## src/rtl/psth_pkg.sv

```systemverilog
// Shared types and constants of the peri-stimulus time histogram accumulator.
package psth_pkg;
  localparam int unsigned NumChannels   = 32;
  localparam int unsigned NumUnits      = 4;
  localparam int unsigned NumConditions = 16;
  localparam int unsigned MaxBins       = 64;
  localparam int unsigned ChW  = 5;
  localparam int unsigned UnW  = 2;
  localparam int unsigned ClW  = 4;
  localparam int unsigned BinW = 6;
  localparam int unsigned AddrW = ChW + UnW + ClW + BinW;
  localparam logic [15:0] Sat16 = 16'hFFFF;

  typedef enum logic [2:0] {
    ActClear = 3'd0, ActAddCond = 3'd1, ActStart = 3'd2, ActAlign = 3'd3,
    ActEnd = 3'd4, ActSpike = 3'd5, ActRead = 3'd6, ActZero = 3'd7
  } action_e;

  typedef enum logic [2:0] {
    StOk = 3'd0, StNoTrial = 3'd1, StOutside = 3'd2, StUnreg = 3'd3,
    StFull = 3'd4, StRange = 3'd5
  } status_e;

  typedef enum logic [2:0] {
    SIdle, SSweep, SDiv, SRead, SWrite, SDone
  } state_e;

  typedef struct packed {
    logic        start;
    logic [31:0] dividend;
    logic [11:0] divisor;
  } div_req_t;

  typedef struct packed {
    logic        busy;
    logic [31:0] quotient;
  } div_rsp_t;
endpackage

```

## src/rtl/psth_div.sv

```systemverilog
// Restoring divider, one quotient bit per cycle.
module psth_div (
  input  logic               clk_i,
  input  logic               rst_ni,
  input  psth_pkg::div_req_t req_i,
  output psth_pkg::div_rsp_t rsp_o
);
  logic [31:0] quo_q, quo_d;
  logic [11:0] rem_q, rem_d;
  logic [11:0] dvs_q, dvs_d;
  logic [5:0]  cnt_q, cnt_d;
  logic [12:0] trial;

  always_comb begin
    quo_d = quo_q;
    rem_d = rem_q;
    dvs_d = dvs_q;
    cnt_d = cnt_q;
    trial = {rem_q, quo_q[31]};
    if (req_i.start) begin
      quo_d = req_i.dividend;
      rem_d = '0;
      dvs_d = req_i.divisor;
      cnt_d = 6'd32;
    end else if (cnt_q != 6'd0) begin
      if (trial >= {1'b0, dvs_q}) begin
        rem_d = 12'(trial - {1'b0, dvs_q});
        quo_d = {quo_q[30:0], 1'b1};
      end else begin
        // remainder stays below the divisor, so the top bit is zero here
        rem_d = trial[11:0];
        quo_d = {quo_q[30:0], 1'b0};
      end
      cnt_d = cnt_q - 6'd1;
    end
  end

  always_ff @(posedge clk_i or negedge rst_ni) begin
    if (!rst_ni) begin
      cnt_q <= '0;
    end else begin
      cnt_q <= cnt_d;
    end
  end

  always_ff @(posedge clk_i) begin
    quo_q <= quo_d;
    rem_q <= rem_d;
    dvs_q <= dvs_d;
  end

  assign rsp_o.busy     = (cnt_q != 6'd0);
  assign rsp_o.quotient = quo_q;
endmodule

```

## config.mk

```make
export PLATFORM = sky130hd
export DESIGN_NAME = psth_div
export DESIGN_NICKNAME = d
export VERILOG_FILES = /design/src/rtl/psth_pkg.sv /design/src/rtl/psth_div.sv
export SDC_FILE = /design/constraint.sdc
export NUM_CORES = 1
export LEC_CHECK = 0
export ABC_CLOCK_PERIOD_IN_PS = 3800
export BUFFER_PORTS_ARGS = -buffer_cell sky130_fd_sc_hd__buf_2
export CELL_PAD_IN_SITES_DETAIL_PLACEMENT = 0
export CELL_PAD_IN_SITES_GLOBAL_PLACEMENT = 2
export CORE_ASPECT_RATIO = 1.1
export CORE_UTILIZATION = 37
export CTS_BUF_LIST = sky130_fd_sc_hd__clkbuf_16
export CTS_CLUSTER_SIZE = 14
export DETAILED_ROUTE_END_ITERATION = 16
export MAX_ROUTING_LAYER = met4
export PLACE_DENSITY_LB_ADDON = 0.2
export RECOVER_POWER = 100
export SYNTH_ARGS = -nofsm -noshare
export SYNTH_HDL_FRONTEND = slang
export SYNTH_SLANG_ARGS = --single-unit
export TNS_END_PERCENT = 20
```

## constraint.sdc

```tcl
create_clock -name clk_i -period 3.8 [get_ports clk_i]
set_input_delay 0.19 -clock clk_i [delete_from_list [all_inputs] [get_ports clk_i]]
set_output_delay 0.19 -clock clk_i [all_outputs]
set_load 0.01 [all_outputs]
```

==> run_results.csv <==
group,metric,value,unit
timing,clock_skew,6.60,ps
floorplanning,dieArea,0.00873,sq mm
placed_design,dpl_cell_area,0.00360,sq mm
clocking,cts_buffer_depth,2,
timing,max_freq,0.347,GHz
worst_setup_path,path_class,"reg2reg",
final_layout,layout-drive-gt1-share,27.3,%
global_routing,grt_pass1_vias,2246,
worst_setup_path,critPathMaxStageDelay,790,ps
placed_design,hpwl,4530,um
global_routing,grt_max_degree,33,
clocking,clk_root_buffer_cell,"clkbuf_16",
clocking,clock_sink_count,62,
status,status,"complete, but fails checks",
clocking,cts_buffers,9,
routing,dr.pass1.iters,4,
floorplanning,core-area,0.00800,sq mm
timing,fin_crit_sh,75.8,%
timing,relSlewSlack,-8.10,%
clocking,postCtsHoldBufs,1,
final_layout,fill_cells,786,
routing,avgViaCountPerCell,4.94,
synthesis,synth_edf_count,44,
routing,drtIter0Drc,122,
floorplanning,io_pins,80,
timing,min_period,2880,ps
status,violations,"capacitance limit, slew limit",
worst_setup_path,crit_chain,"inv_1 -> ha_1 -> nor2b_1 -> o31ai_2 -> a311o_1 -> and2_0 -> mux2i_1 -> a211oi_1",
floorplanning,dieWidth,89.2,um
final_layout,n_antenna_cell,0,
power_and_ir_drop,p_leak,1.61,nW
final_layout,final_cell_area,0.00384,sq mm
synthesis,syn-instance-count,246,
power_and_ir_drop,ir_worst_vdd,0.287,mV
clocking,clkTransAtPathRegs,60,ps
worst_setup_path,arrival,3000,ps
synthesis,ys_warn_count,0,
synthesis,syn_nets,307,
final_layout,instances_no_fill,445,
power_and_ir_drop,total_power,2.62,mW
timing,setup_viol,0,
placed_design,gp_congestion,0.796,
timing,hold_violations,0,
floorplanning,die_h,97.9,um
worst_setup_path,start_kind,"register",
floorplanning,num_rows,34,
synthesis,ys.flop_type,"edfxtp_1",
floorplanning,initial_core_util,38.7,%
global_routing,grt-ovfl-total,0,
placed_design,pre_cts_ws,1300,ps
worst_setup_path,crit_path_top_delay_cell,"and2_0",
routing,wl,6300,um
global_routing,antenna_found_initial,0,
clocking,cts_tree,"yes",
routing,num_vias,2197,
timing,rsz0062_at_grt,"false",
timing,holdWs,37.1,ps
job,drv_cap,1,
routing,postRouteAntennaNets,0,
routing,drcViolationCount,0,
global_routing,grt_pass1_wl,10500,um
global_routing,grt_usage,16.4,%
final_layout,layout.nets,393,
final_layout,final_util,48.0,%
power_and_ir_drop,power_density,682,mW/mm^2
final_layout,syn2layout_area_growth,24.2,%
placed_design,dp_cells,428,
timing,fin_ws,920,ps
synthesis,netlist_area,0.00309,sq mm
clocking,clk_latency,330,ps
clocking,cts_resized,0,
final_layout,final_cell_mix,"edfxtp_1, buf_2, clkbuf_1",
synthesis,yosys.cell_types.count,50,
worst_setup_path,crit_fanout,16,
timing,setup_tns,0,ps
hold_path,min-delay-path-class,"in2reg",
synthesis,syn_area_per_cell,12.6,sq um
timing,report.final.slew_viol_count,32,
clocking,post_cts_buffers,0,
synthesis,synth-seq-area-share,55.4,%
synthesis,synthArstFlopShare,9.68,%
placed_design,portBuffers,79,
clocking,htree_levels,3,
synthesis,yosys_register_bits,62,
routing,drt-wirelength-per-cell,14.2,um
worst_setup_path,cp-end-kind,"register",
worst_setup_path,crit_required,3920,ps
timing,worst_pin_slew,1620,ps
## path summary, 6_finish.rpt
check                           from         to  slack, ps  cells after the start
max                         dvs_q[1]   rem_q[5]        920                      8
min                         req_i[3]   dvs_q[3]         40                      1
max reg2reg                 dvs_q[1]   rem_q[5]        920                      8
min reg2reg                rem_q[11]  rem_q[11]        490                      2
max in group asynchronous     rst_ni   cnt_q[1]       3300                      2
min in group asynchronous     rst_ni   cnt_q[4]        260                      2
## per-layer routing
| metal | global-route usage [%] | share of wire [%] | wire, um |
|---|---|---|---|
| met5 | - | 0 | 0 |
| met4 | 6.84 | 1.8 | 114 |
| met3 | 5.24 | 5.5 | 349 |
| met2 | 24.1 | 48 | 3000 |
| met1 | 20.8 | 45 | 2840 |
## logic make-up (layout without fill, tap and decap cells)
logic type / Yosys count / in the layout / synth area share, %
xor gates and xnor gates: 11 / 11 / 3.12
AOI/OAI and AO/OA: 51 / 51 / 11.8
and+or+nand+nor: 44 / 44 / 6.76
DFF: 62 / 62 / 55.4
muxes: 37 / 37 / 13.2
buffers and inverters: 27 / 118 / 3.80
adders and majority gates: 14 / 14 / 5.91
## cell usage after synthesis (all sizes together) (2+ instances only)
master / number / area share (%)
ha: 13 / 5.3
edfxtp: 44 / 43
buf: 4 / 1.0
nand2b: 2 / 0.40
a211o: 2 / 0.57
inv: 18 / 2.2
a211oi: 7 / 1.9
o31ai: 2 / 0.65
xnor2: 7 / 2.0
mux2: 31 / 11
and3: 2 / 0.40
a21o: 3 / 0.73
a21oi: 11 / 1.8
and2: 2 / 0.49
dfrtp: 6 / 4.9
o21ai: 10 / 1.6
xor2: 4 / 1.1
nand2: 8 / 0.97
mux2i: 6 / 1.9
a311o: 2 / 0.65
o21bai: 2 / 0.49
dfxtp: 12 / 7.8
nor3: 4 / 0.65
or3: 2 / 0.40
nor2: 18 / 2.2
a32oi: 3 / 0.85
clkbuf: 4 / 0.49
## flip-flops by register name, indices dropped and copies added, names as in the netlist
name,count
dvs_q,12
rem_q,12
cnt_q,6
quo_q,32
## layout make-up
cell class / instances / area [sq um] / area share, %
Sequential cell: 62 / 1710 / 44.6
Clock buffer: 9 / 225 / 5.87
Inverter: 19 / 71.3 / 1.86
Clock inverter: 7 / 67.6 / 1.76
Multi-Input combinational cell: 157 / 1250 / 32.7
Timing Repair Buffer: 83 / 374 / 9.75
Tap cell: 108 / 135 / 3.52
## power breakdown
group          internal (mW)  total [mW]  switching [mW]
Clock                  0.503       0.795           0.292
Sequential             0.919        1.02           0.106
Combinational          0.356       0.800           0.444
Total                   1.78        2.62           0.842
## worst max-delay path, delay by kind of cell (launching register included)
| family | cells | cell delay, ps |
|---|---|---|
| muxes | 1 | 290 |
| adders and majority gates | 1 | 240 |
| buffers and inverters | 1 | 110 |
| AOI/OAI and AO/OA | 3 | 730 |
| and+or+nand+nor | 2 | 950 |
| DFF | 1 | 350 |
No activity file was read; power rests on OpenSTA's default activity.
